--- src/rtl/lrupr_pkg.sv ---
// ---------------------------------------------------------------------------
// LRU page replacement - shared package
// Default sizes, fixed field widths and the item-done event that the
// sequencer hands to the top level.
// ---------------------------------------------------------------------------
package lrupr_pkg;

    // default geometry
    localparam int FRAMES_DEF    = 8;
    localparam int PAGE_BITS_DEF = 16;

    // fixed field widths
    localparam int CFG_W   = 4;
    localparam int FAULT_W = 32;

    // one-cycle pulse marking the end of an item's update pass
    typedef struct packed {
        logic valid;
        logic hit;
        logic evicted;
    } lrupr_evt_t;

endpackage

--- src/rtl/lrupr_frame_mem.sv ---
// ---------------------------------------------------------------------------
// LRU page replacement - frame memory
// One write port, one read port, read data registered.
// Each word holds a frame's page number above its recency rank.
// ---------------------------------------------------------------------------
module lrupr_frame_mem #(
    parameter int DEPTH = lrupr_pkg::FRAMES_DEF,
    parameter int WIDTH = lrupr_pkg::PAGE_BITS_DEF + $clog2(lrupr_pkg::FRAMES_DEF)
) (
    input  logic                     clk,
    input  logic                     rd_en,
    input  logic [$clog2(DEPTH)-1:0] rd_addr,
    output logic [WIDTH-1:0]         rd_data,
    input  logic                     wr_en,
    input  logic [$clog2(DEPTH)-1:0] wr_addr,
    input  logic [WIDTH-1:0]         wr_data
);

    logic [WIDTH-1:0] mem_reg [DEPTH];
    logic [WIDTH-1:0] rd_data_reg;

    always_ff @(posedge clk)
    begin
        if (wr_en)
        begin
            mem_reg[wr_addr] <= wr_data;
        end
    end

    always_ff @(posedge clk)
    begin
        if (rd_en)
        begin
            rd_data_reg <= mem_reg[rd_addr];
        end
    end

    assign rd_data = rd_data_reg;

endmodule

--- src/rtl/lrupr_seq.sv ---
// ---------------------------------------------------------------------------
// LRU page replacement - sequencer
// Sweeps the frame memory twice per item: a lookup pass that finds the hit,
// the first empty frame and the victim, then an update pass that ages ranks
// and writes the placed page back. Holds the per-frame valid bits.
// ---------------------------------------------------------------------------
module lrupr_seq #(
    parameter int FRAMES    = lrupr_pkg::FRAMES_DEF,
    parameter int PAGE_BITS = lrupr_pkg::PAGE_BITS_DEF
) (
    input  logic                                 clk,
    input  logic                                 rst_n,
    input  logic                                 start,
    input  logic [PAGE_BITS-1:0]                 page_number,
    input  logic [$clog2(FRAMES+1)-1:0]          active_frames,
    output logic                                 busy,
    output lrupr_pkg::lrupr_evt_t                evt,
    output logic [$clog2(FRAMES)-1:0]            evt_slot,
    output logic [PAGE_BITS-1:0]                 evt_page,
    output logic                                 rd_en,
    output logic [$clog2(FRAMES)-1:0]            rd_addr,
    input  logic [PAGE_BITS+$clog2(FRAMES)-1:0]  rd_data,
    output logic                                 wr_en,
    output logic [$clog2(FRAMES)-1:0]            wr_addr,
    output logic [PAGE_BITS+$clog2(FRAMES)-1:0]  wr_data
);

    localparam int IW = $clog2(FRAMES);
    localparam int CW = $clog2(FRAMES + 1);

    typedef enum logic [1:0] {
        ST_IDLE,
        ST_SCAN,
        ST_UPDATE
    } state_t;

    state_t                 state_reg;
    logic [CW-1:0]          addr_reg;
    logic                   rd_live_reg;
    logic [IW-1:0]          rd_idx_reg;
    logic [PAGE_BITS-1:0]   page_reg;
    logic [FRAMES-1:0]      valid_reg;

    logic                   hit_found_reg, hit_found_next;
    logic [IW-1:0]          hit_slot_reg, hit_slot_next;
    logic [IW-1:0]          hit_rank_reg, hit_rank_next;
    logic                   empty_found_reg, empty_found_next;
    logic [IW-1:0]          empty_slot_reg, empty_slot_next;
    logic                   vic_found_reg, vic_found_next;
    logic [IW-1:0]          vic_slot_reg, vic_slot_next;
    logic [IW-1:0]          vic_rank_reg, vic_rank_next;
    logic [PAGE_BITS-1:0]   vic_page_reg, vic_page_next;

    lrupr_pkg::lrupr_evt_t  evt_reg;
    logic [IW-1:0]          evt_slot_reg;
    logic [PAGE_BITS-1:0]   evt_page_reg;

    logic [PAGE_BITS-1:0]   ent_page;
    logic [IW-1:0]          ent_rank;
    logic                   ent_active;
    logic                   ent_valid;
    logic                   last_entry;
    logic                   issue_more;
    logic                   accept;
    logic                   evicted;
    logic [IW-1:0]          tgt_slot;
    logic [CW-1:0]          old_rank;

    assign ent_page   = rd_data[PAGE_BITS+IW-1:IW];
    assign ent_rank   = rd_data[IW-1:0];
    assign ent_active = CW'(rd_idx_reg) < active_frames;
    assign ent_valid  = valid_reg[rd_idx_reg];
    assign last_entry = rd_live_reg && (rd_idx_reg == IW'(FRAMES - 1));
    assign issue_more = addr_reg < CW'(FRAMES);
    assign accept     = (state_reg == ST_IDLE) && start && !evt_reg.valid;
    assign busy       = (state_reg != ST_IDLE) || evt_reg.valid;

    // read issue: frame 0 on accept, then one frame a cycle
    assign rd_en   = accept || ((state_reg != ST_IDLE) && issue_more);
    assign rd_addr = (state_reg == ST_IDLE) ? '0 : addr_reg[IW-1:0];

    // lookup pass accumulation
    always_comb
    begin
        hit_found_next   = hit_found_reg;
        hit_slot_next    = hit_slot_reg;
        hit_rank_next    = hit_rank_reg;
        empty_found_next = empty_found_reg;
        empty_slot_next  = empty_slot_reg;
        vic_found_next   = vic_found_reg;
        vic_slot_next    = vic_slot_reg;
        vic_rank_next    = vic_rank_reg;
        vic_page_next    = vic_page_reg;
        if (rd_live_reg && (state_reg == ST_SCAN) && ent_active)
        begin
            if (ent_valid && (ent_page == page_reg) && !hit_found_reg)
            begin
                hit_found_next = 1'b1;
                hit_slot_next  = rd_idx_reg;
                hit_rank_next  = ent_rank;
            end
            if (!ent_valid && !empty_found_reg)
            begin
                empty_found_next = 1'b1;
                empty_slot_next  = rd_idx_reg;
            end
            // strict compare keeps the lowest frame on a rank tie
            if (!vic_found_reg || (ent_rank > vic_rank_reg))
            begin
                vic_found_next = 1'b1;
                vic_slot_next  = rd_idx_reg;
                vic_rank_next  = ent_rank;
                vic_page_next  = ent_page;
            end
        end
    end

    // placement decision, stable through the update pass
    assign evicted = !hit_found_reg && !empty_found_reg;

    always_comb
    begin
        if (hit_found_reg)
        begin
            tgt_slot = hit_slot_reg;
            old_rank = CW'(hit_rank_reg);
        end
        else if (empty_found_reg)
        begin
            tgt_slot = empty_slot_reg;
            old_rank = CW'(FRAMES);
        end
        else
        begin
            tgt_slot = vic_slot_reg;
            old_rank = CW'(vic_rank_reg);
        end
    end

    // update pass write-back
    assign wr_en   = (state_reg == ST_UPDATE) && rd_live_reg;
    assign wr_addr = rd_idx_reg;

    always_comb
    begin
        if (rd_idx_reg == tgt_slot)
        begin
            wr_data = {page_reg, {IW{1'b0}}};
        end
        else if (ent_valid && (CW'(ent_rank) < old_rank) &&
                 (ent_rank != IW'(FRAMES - 1)))
        begin
            wr_data = {ent_page, ent_rank + 1'b1};
        end
        else
        begin
            wr_data = {ent_page, ent_rank};
        end
    end

    always_ff @(posedge clk or negedge rst_n)
    begin
        if (!rst_n)
        begin
            state_reg       <= ST_IDLE;
            addr_reg        <= '0;
            rd_live_reg     <= 1'b0;
            valid_reg       <= '0;
            evt_reg         <= '0;
            hit_found_reg   <= 1'b0;
            empty_found_reg <= 1'b0;
            vic_found_reg   <= 1'b0;
        end
        else
        begin
            evt_reg.valid <= 1'b0;
            unique case (state_reg)
                ST_IDLE:
                begin
                    rd_live_reg <= 1'b0;
                    if (accept)
                    begin
                        page_reg        <= page_number;
                        addr_reg        <= CW'(1);
                        rd_live_reg     <= 1'b1;
                        rd_idx_reg      <= '0;
                        hit_found_reg   <= 1'b0;
                        empty_found_reg <= 1'b0;
                        vic_found_reg   <= 1'b0;
                        state_reg       <= ST_SCAN;
                    end
                end
                ST_SCAN:
                begin
                    rd_live_reg <= 1'b0;
                    if (issue_more)
                    begin
                        addr_reg    <= addr_reg + 1'b1;
                        rd_live_reg <= 1'b1;
                        rd_idx_reg  <= addr_reg[IW-1:0];
                    end
                    hit_found_reg   <= hit_found_next;
                    hit_slot_reg    <= hit_slot_next;
                    hit_rank_reg    <= hit_rank_next;
                    empty_found_reg <= empty_found_next;
                    empty_slot_reg  <= empty_slot_next;
                    vic_found_reg   <= vic_found_next;
                    vic_slot_reg    <= vic_slot_next;
                    vic_rank_reg    <= vic_rank_next;
                    vic_page_reg    <= vic_page_next;
                    if (last_entry)
                    begin
                        addr_reg    <= '0;
                        rd_live_reg <= 1'b0;
                        state_reg   <= ST_UPDATE;
                    end
                end
                ST_UPDATE:
                begin
                    rd_live_reg <= 1'b0;
                    if (issue_more)
                    begin
                        addr_reg    <= addr_reg + 1'b1;
                        rd_live_reg <= 1'b1;
                        rd_idx_reg  <= addr_reg[IW-1:0];
                    end
                    if (last_entry)
                    begin
                        valid_reg[tgt_slot] <= 1'b1;
                        evt_reg.valid       <= 1'b1;
                        evt_reg.hit         <= hit_found_reg;
                        evt_reg.evicted     <= evicted;
                        evt_slot_reg        <= tgt_slot;
                        evt_page_reg        <= evicted ? vic_page_reg : '0;
                        rd_live_reg         <= 1'b0;
                        state_reg           <= ST_IDLE;
                    end
                end
                default:
                begin
                    state_reg <= ST_IDLE;
                end
            endcase
        end
    end

    assign evt      = evt_reg;
    assign evt_slot = evt_slot_reg;
    assign evt_page = evt_page_reg;

endmodule

--- src/rtl/lru_page_replacement_core.sv ---
// ---------------------------------------------------------------------------
// LRU page replacement core
// Fully associative frame set with least-recently-used replacement, one
// page reference per item, one result per item.
// ---------------------------------------------------------------------------
// Using the block: raise start with a page on page_number; the item is taken
// at the clock edge where start is high and busy is low. The frame memory
// has one read port, and every item sweeps it once to look up the page and
// pick the victim, then once more to age the recency ranks and write the
// page back. The result shows for exactly one cycle with done high; there
// is no way to hold it, so capture it then. busy drops in that same cycle,
// so the next item can be taken at the edge that ends it. fault_count
// holds its value between results and sticks at all ones. Write
// frames_in_use only while busy is low and no result is pending; zero acts
// as one frame, values above FRAMES as FRAMES. Frames above the active
// count keep their pages and keep aging in rank.
// ---------------------------------------------------------------------------
module lru_page_replacement_core #(
    parameter int FRAMES    = lrupr_pkg::FRAMES_DEF,
    parameter int PAGE_BITS = lrupr_pkg::PAGE_BITS_DEF
) (
    input  logic                          clk,
    input  logic                          rst_n,
    // item in
    input  logic                          start,
    output logic                          busy,
    input  logic [PAGE_BITS-1:0]          page_number,
    // configuration
    input  logic                          frames_in_use_we,
    input  logic [lrupr_pkg::CFG_W-1:0]   frames_in_use,
    // result out
    output logic                          done,
    output logic                          hit,
    output logic [$clog2(FRAMES)-1:0]     frame_slot,
    output logic                          evicted_valid,
    output logic [PAGE_BITS-1:0]          evicted_page,
    output logic [lrupr_pkg::FAULT_W-1:0] fault_count
);

    localparam int IW = $clog2(FRAMES);
    localparam int CW = $clog2(FRAMES + 1);
    // config register wide enough for both the written value and FRAMES
    localparam int NW = (CW > lrupr_pkg::CFG_W) ? CW : lrupr_pkg::CFG_W;
    localparam int MW = PAGE_BITS + IW;

    logic [NW-1:0]                  cfg_reg;
    logic [CW-1:0]                  active_frames;

    logic [lrupr_pkg::FAULT_W-1:0]  faults_reg;
    logic                           done_reg;
    logic                           hit_reg;
    logic [IW-1:0]                  slot_reg;
    logic                           ev_valid_reg;
    logic [PAGE_BITS-1:0]           ev_page_reg;

    lrupr_pkg::lrupr_evt_t          evt;
    logic [IW-1:0]                  evt_slot;
    logic [PAGE_BITS-1:0]           evt_page;

    logic                           rd_en;
    logic [IW-1:0]                  rd_addr;
    logic [MW-1:0]                  rd_data;
    logic                           wr_en;
    logic [IW-1:0]                  wr_addr;
    logic [MW-1:0]                  wr_data;

    // clamp the active frame count into 1..FRAMES
    always_comb
    begin
        if (cfg_reg == '0)
        begin
            active_frames = CW'(1);
        end
        else if (cfg_reg > NW'(FRAMES))
        begin
            active_frames = CW'(FRAMES);
        end
        else
        begin
            active_frames = cfg_reg[CW-1:0];
        end
    end

    always_ff @(posedge clk or negedge rst_n)
    begin
        if (!rst_n)
        begin
            cfg_reg <= NW'(FRAMES);
        end
        else if (frames_in_use_we)
        begin
            cfg_reg <= NW'(frames_in_use);
        end
    end

    // register the result for its one-cycle window and count faults
    always_ff @(posedge clk or negedge rst_n)
    begin
        if (!rst_n)
        begin
            done_reg   <= 1'b0;
            faults_reg <= '0;
        end
        else
        begin
            done_reg <= evt.valid;
            if (evt.valid && !evt.hit && (faults_reg != '1))
            begin
                faults_reg <= faults_reg + 1'b1;
            end
        end
    end

    always_ff @(posedge clk)
    begin
        if (evt.valid)
        begin
            hit_reg      <= evt.hit;
            slot_reg     <= evt_slot;
            ev_valid_reg <= evt.evicted;
            ev_page_reg  <= evt_page;
        end
    end

    lrupr_seq #(
        .FRAMES    (FRAMES),
        .PAGE_BITS (PAGE_BITS)
    ) u_seq (
        .clk           (clk),
        .rst_n         (rst_n),
        .start         (start),
        .page_number   (page_number),
        .active_frames (active_frames),
        .busy          (busy),
        .evt           (evt),
        .evt_slot      (evt_slot),
        .evt_page      (evt_page),
        .rd_en         (rd_en),
        .rd_addr       (rd_addr),
        .rd_data       (rd_data),
        .wr_en         (wr_en),
        .wr_addr       (wr_addr),
        .wr_data       (wr_data)
    );

    lrupr_frame_mem #(
        .DEPTH (FRAMES),
        .WIDTH (MW)
    ) u_frame_mem (
        .clk     (clk),
        .rd_en   (rd_en),
        .rd_addr (rd_addr),
        .rd_data (rd_data),
        .wr_en   (wr_en),
        .wr_addr (wr_addr),
        .wr_data (wr_data)
    );

    assign done          = done_reg;
    assign hit           = hit_reg;
    assign frame_slot    = slot_reg;
    assign evicted_valid = ev_valid_reg;
    assign evicted_page  = ev_page_reg;
    assign fault_count   = faults_reg;

endmodule
--- config.mk ---
export PLATFORM = sky130hd
export DESIGN_NAME = lru_page_replacement_core
export DESIGN_NICKNAME = d
export VERILOG_FILES = /design/src/rtl/lrupr_pkg.sv /design/src/rtl/lrupr_frame_mem.sv /design/src/rtl/lrupr_seq.sv /design/src/rtl/lru_page_replacement_core.sv
export SDC_FILE = /design/constraint.sdc
export NUM_CORES = 1
export LEC_CHECK = 0
export ABC_AREA = 0
export BUFFER_PORTS_ARGS = -buffer_cell sky130_fd_sc_hd__buf_2
export CAP_MARGIN = 40
export CORE_ASPECT_RATIO = 1.5
export CORE_MARGIN = 4
export CORE_UTILIZATION = 45
export CTS_CLUSTER_SIZE = 8
export DETAILED_ROUTE_END_ITERATION = 8
export SKIP_CTS_REPAIR_TIMING = 1
export SLEW_MARGIN = 20
export SYNTH_ARGS = -nofsm -noshare
export SYNTH_HDL_FRONTEND = slang
export SYNTH_HIERARCHICAL = 1
export SYNTH_SLANG_ARGS = --single-unit
--- constraint.sdc ---
create_clock -name clk -period 6.6 [get_ports clk]
set_input_delay 0.33 -clock clk [delete_from_list [all_inputs] [get_ports clk]]
set_output_delay 0.33 -clock clk [all_outputs]
set_load 0.02 [all_outputs]
* Word-level counts from Yosys, hierarchy flattened
Memory sizes are Yosys's and may differ from the RTL's. A register that Yosys moved wholly into a read port is not among the register bits.
Cells that the tools add are included.
** Cells by class
- Eq/ne operators :: 15
- Mux-type cells :: 42
- Reduce and logical (&&, ||, !) cells :: 44
- Bitwise logic cells :: 1
- Add/subtract/negate cells :: 3
- Order comparisons :: 8
** Operator list (number)
- $add A32 B1 Y32 const B :: 1
- $ne A32 B32 Y1 const B :: 1
- $mux W4 :: 7
- $reduce_and A4 Y1 :: 7
- $mux W3 :: 8
- $mux W19 :: 1
- $eq A16 B16 Y1 :: 1
- $logic_and A1 B1 Y1 :: 16
- $mux W1 :: 14
- $pmux W4 S3 :: 1
- $reduce_and A3 Y1 :: 3
- $lt A3 B4 Y1 :: 2
- $lt A3 B4 Y1 const B :: 2
- $ne A2 B1 Y1 const B :: 4
- $ne A2 B2 Y1 const B :: 4
- $or A8 B8 Y8 :: 1
- $pmux W1 S2 :: 4
- $logic_not A1 Y1 :: 6
- $mux W2 :: 3
- $pmux W2 S3 :: 1
- $pmux W3 S2 :: 1
- $reduce_bool A2 Y1 :: 3
- $add A4 B1 Y4 const B :: 1
- $gt A4 B4 Y1 const B :: 1
- other kinds (17) :: 20
** Storage, ports and cells
- Bits of input ports :: 24
- Bits in writable memories :: 152
- Memories kept :: 1
- Output and inout port bits :: 55
- Logic and storage cells :: 141
- Bits in registers :: 148
** Memory list
- u_frame_mem.mem_reg :: depth 8, bits a word 19, rd ports 1, clocked after Yosys merged registers in 1, wr ports 1, RTL line lrupr_frame_mem.sv:19 : logic [WIDTH-1:0] mem_reg [DEPTH];

* Depth between registers and ports, before layout
- Word-level depth :: 7
- Depth in mapped cells :: 10
- Depth with buffers taken out :: 8

* Modules after synthesis
The synthesis kept the hierarchy.
** By module, submodules not included
- lrupr_frame_mem :: cells each 251, area each 6449.9 um^2, instances 1, sequential area each 5134.9 um^2
- lrupr_seq :: cells each 291, area each 4120.2 um^2, instances 1, sequential area each 2597.5 um^2
- lru_page_replacement_core :: cells each 188, area each 2407.3 um^2, instances 1, sequential area each 1557.7 um^2

* Worst setup path after synthesis
No wires, ideal clock.
- Path kind :: flip-flop to flip-flop
- Start point :: register u_seq.rd_idx_reg[1] (netlist: u_seq/wr_addr[1])
- End point :: register u_seq.vic_page_reg[0], enable pin
- Period minus slack after synthesis :: 2.828 ns
- Stages on the path, launching flop included :: 6
- Required time :: 6.192 ns
- Path buffers :: 0
- Setup time :: 0.408 ns
- Path slack :: 3.772 ns
- Data arrival time :: 2.419 ns
- Cells stage by stage :: edfxtp_1 -> ha_1 -> a211oi_1 -> or3_1 -> nand4_1 -> a21oi_1
** Between the ends
- Cells in the longest elaborated chain, start to end :: 3
** RTL lines
- from (decl) :: RTL line lrupr_seq.sv:40 : logic [IW-1:0] rd_idx_reg;
- from (signal assigned) :: RTL line lrupr_seq.sv:200 : rd_idx_reg <= addr_reg[IW-1:0];
- from (signal assigned) :: RTL line lrupr_seq.sv:225 : rd_idx_reg <= addr_reg[IW-1:0];
- $lt A3 B4 Y1 :: RTL line lrupr_seq.sv:71 : assign ent_active = CW'(rd_idx_reg) < active_frames;
- $logic_and A1 B1 Y1 :: RTL line lrupr_seq.sv:94 : if (rd_live_reg && (state_reg == ST_SCAN) && ent_active)
- $reduce_and A4 Y1 (no line)
- to (signal assigned) :: RTL line lrupr_seq.sv:210 : vic_page_reg <= vic_page_next;
- to (decl) :: RTL line lrupr_seq.sv:52 : logic [PAGE_BITS-1:0] vic_page_reg, vic_page_next;
Every way passes these cells.
A chain may end at the register's enable or synchronous reset.

* Final worst setup path
- Start point :: register u_seq.state_reg[0]
- End point :: register u_frame_mem.rd_data_reg[1] (netlist: u_frame_mem/rd_data[1]), read port of u_frame_mem.mem_reg, data pin
** Between the ends
- Elaborated cells between the ends (all ways) :: 7
- Classes of those cells :: mux: 1; reduce/logical: 6
** RTL lines
- from (decl) :: RTL line lrupr_seq.sv:37 : state_t state_reg;
- from (signal assigned) :: RTL line lrupr_seq.sv:165 : state_reg <= ST_IDLE;
- from (signal assigned) :: RTL line lrupr_seq.sv:190 : state_reg <= ST_SCAN;
- from (signal assigned) :: RTL line lrupr_seq.sv:215 : state_reg <= ST_UPDATE;
- $logic_not A2 Y1 :: RTL line lrupr_seq.sv:80 : assign rd_addr = (state_reg == ST_IDLE) ? '0 : addr_reg[IW-1:0];
- $mux W3 :: RTL line lrupr_seq.sv:80
- named net rd_addr[0] :: RTL line lru_page_replacement_core.sv:61 : logic [IW-1:0] rd_addr;
- to (decl) :: RTL line lrupr_frame_mem.sv:20 : logic [WIDTH-1:0] rd_data_reg;
The timed path passes the listed nets, and every way through them passes these cells.

==> impl_metrics.csv <==
group,metric,value,unit
synth,synth_top_family_by_area,"multiplexers",
floorplanning,row_count,75,
setup_path,required,6.88,ns
clock_network,clockBufferDepth,3,
routing,detail-route-antenna-nets,0,
synth,avgSynthCellArea,17.78,µm²
min_path,hp-start,"frames_in_use[3]",
clock_network,clock_sinks,319,
setup_path,cp.arrival,3.03,ns
min_path,hold_end,"cfg_reg[3]",
synth,synth.distinct_cells,55,
synth,synth_xor_area_frac,0.03567,
synth,synthAdderAreaFrac,0.01446,
grt,grt-ovfl-total,0,
floorplanning,fp.dieW,146.7,µm
power,seq_power_share,0.459,
power,p_leak,5.620,nW
setup_path,crit_fanout,38,
sta,setup_viol,0,
sta,fmax,0.3630,GHz
synth,ys.flop_type,"edfxtp_1",
sta,final_max_slew_viol_count,0,
setup_path,reg2reg_depth,6,
placed_design,numPortBuffers,78,
sta,period_share,0.4174,
power,power.share.clock,0.340,
min_path,holdPathStages,2,
routing,top_layer_used,"met4",
synth,async_flop_share,0.1818,
power,peakVddDrop,170.9,µV
routing,dr.pass1.iters,5,
grt,grt_pass1_wl,40840,µm
clock_network,cts_max_level,2,
power,swShare,0.2679,
sta,rsz0062_at_grt,"false",
synth,synthesis.area,12980,µm²
setup_path,startpoint,"u_seq/state_reg[0]",
grt,antenna_found_initial,0,
placed_design,dp_hpwl,16470,µm
power,power.switching,1.630,mW
synth,synthSimpleGateAreaFrac,0.07289,
cells_and_area,diodes,0,
setup_path,cp-start-kind,"register",
synth,yosysSeqAreaShare,0.7159,
clock_network,cts-root-buf,"clkbuf_16",
setup_path,r2r_setup_slack,3.85,ns
setup_path,crit_path_end_kind,"register",
synth,synth_compound_area_frac,0.02381,
grt,grtUsageTotal,0.1668,
sta,hold_violations,0,
min_path,hp-class,"input pin to register",
power,p_comb_frac,0.200,
routing,wl_met1,10000,µm
power,intPower,4.454,mW
placed_design,finalWeightedCongestion,0.8518,
setup_path,reg2reg_to,"u_frame_mem/rd_data[1]",
cells_and_area,layout-drive-gt1-share,0.2653,
grt,grt_pass1_vias,7158,
routing,wirelength,26100,µm
floorplanning,initial_core_util,0.4594,
power,p_per_area,396.2,nW/µm²
sta,fin_skew,0.01839,ns
cells_and_area,area_growth,18.31,%
synth,synth_edf_count,261,
setup_path,crit_type,"register to register",
synth,synth.yosys.warnings,6,
routing,num_vias,6705,
grt,grt_max_degree,56,
synth,muxShareOfSynthArea,0.1210,
setup_path,reg2reg_from,"u_seq/state_reg[0]",
clock_network,cts_buffers,45,
sta,relSlewSlack,0.4708,
placed_design,dp.cells,1192,
cells_and_area,fin_cells,1282,
routing,drcViolationCount,0,
clock_network,cts_tree,"done",
floorplanning,core_area,28250,µm²
routing,drt-initial-drc-count,360,
clock_network,clk_latency,0.54,ns
routing,wl_met3,1205,µm
sta,finalSetupTns,0,ns
clock_network,path_clk_slew,0.06,ns
routing,route.detailed.wl_per_inst,20.36,µm
routing,dr_wl_met2,14160,µm
floorplanning,dieArea,31680,µm²
sta,tightest_slew,0.7937,ns
floorplanning,die-height,216.0,µm
routing,avgViaCountPerCell,5.230,
cells_and_area,nets,911,
synth,syn_nets,769,
floorplanning,io_pins,79,
synth,ys_seq_elements,319,
cells_and_area,largest_register_ffs,152,
synth,synth_cells,730,
sta,finalCriticalPeriod,2.755,ns
sta,holdWs,0.02144,ns
run_status,outcome,"finished clean",
run,drv_cap,0,
[layer usage]
layer  vias to the layer above  global-route usage
met1                      3380              0.1971
met4                         0             0.06152
met5                         -                   0
li1                       3093                   -
met3                        55             0.02958
met2                       177              0.3030
[metrics by stage]
| stage | util | area (µm²) | setup slack [ns] | total power, mW |
|---|---|---|---|---|
| after detailed placement | 0.4920 | 13900 | 3.795 | 4.062 |
| after CTS | 0.5372 | 15170 | 3.782 | 6.163 |
| after global routing | 0.5436 | 15350 | 3.681 | 6.387 |
| final | 0.5436 | 15350 | 3.845 | 6.083 |
| after floorplan | - | 12980 | 3.772 | 3.723 |
| after global placement | 0.4907 | 13860 | 3.588 | 3.991 |
[worst max-delay path, cell delays in order, from the launching register on]
cell and delay (ns):
dfrtp_1 0.39, inv_1 0.08, ha_1 0.34, nor2b_4 0.14
buf_4 0.59, mux4_1 0.65, mux2_4 0.28
[area by class of cell]
class / instances / area [µm²]
inverter: 16 / 60.06
clock inverter: 2 / 36.28
clock buffer: 70 / 1241
tap: 385 / 481.7
multi-input combinational: 375 / 3511
sequential: 319 / 9290
timing repair buffer: 115 / 733.2
fill: 2226 / 12890
[Yosys cell counts, types with 6 or more instances]
master / n / area share
inv_1: 16 / 0.0046
o21bai_1: 8 / 0.0046
nand4_1: 6 / 0.0029
o21ai_0: 11 / 0.0042
mux4_2: 31 / 0.054
xor2_1: 33 / 0.022
nand3_1: 23 / 0.0089
nor4_1: 6 / 0.0029
mux2_2: 16 / 0.014
and2_1: 21 / 0.010
nor3_1: 22 / 0.0085
edfxtp_1: 261 / 0.60
mux2_4: 25 / 0.029
nor2_1: 32 / 0.0093
mux2i_1: 8 / 0.0062
buf_2: 8 / 0.0031
nor2b_1: 8 / 0.0039
a21oi_1: 7 / 0.0027
nand2_1: 30 / 0.0087
mux4_1: 9 / 0.018
ha_1: 15 / 0.014
nand2b_1: 6 / 0.0029
xnor2_1: 18 / 0.012
dfrtp_1: 57 / 0.11
clkbuf_1: 6 / 0.0017
[cells in the final DEF (no fill, tap or decap), types with 3 or more instances in the layout]
master / instances
edfxtp_1: 261
buf_2: 78
dfrtp_1: 57
clkbuf_16: 46
xor2_1: 33
nor2_1: 32
mux4_2: 31
nand2_1: 30
mux2_4: 25
clkbuf_1: 24
nand3_1: 23
and2_1: 21
nor3_1: 19
xnor2_1: 18
dlygate4sd3_1: 18
buf_4: 18
inv_1: 16
mux2_2: 16
ha_1: 15
o21ai_0: 10
mux4_1: 9
mux2i_1: 8
o21bai_1: 8
nor4_1: 6
nand2b_1: 6
nand4_1: 6
a21oi_1: 6
nor2b_1: 5
and3_1: 3
a31oi_1: 3
nor3_2: 3
o21ai_1: 3
[worst max-delay path by stage]
| stage | slack (ns) | depth (start not counted) | end |
|---|---|---|---|
| after global placement | 3.59 | 8 | u_frame_mem/mem_reg[0][1] |
| after detailed placement | 3.80 | 6 | u_frame_mem/rd_data[1] |
| after global routing | 3.68 | 6 | u_frame_mem/rd_data[1] |
| final | 3.85 | 6 | u_frame_mem/rd_data[1] |
| after CTS | 3.78 | 6 | u_frame_mem/rd_data[1] |
| after floorplan | 3.77 | 5 | u_seq/vic_page_reg[0] |
[power groups by stage]
stage          clock (mW)  sequential [mW]  combinational (mW)
6_report             2.07             2.79                1.22
3_3_place_gp            0             2.82                1.17
5_1_grt              2.22             2.82                1.35
3_5_place_dp            0             2.83                1.23
4_1_cts              2.13             2.80                1.24
2_1_floorplan           0             2.75               0.969
[logic make-up after synthesis]
family	after synthesis
buffers and inverters	36
flip-flops	319
adder cells (fa/ha/maj)	15
XOR/XNOR	52
AO/OA/AOI/OAI	44
multiplexers	89
AND/OR/NAND/NOR	175
(Power assumes the default switching activity.)
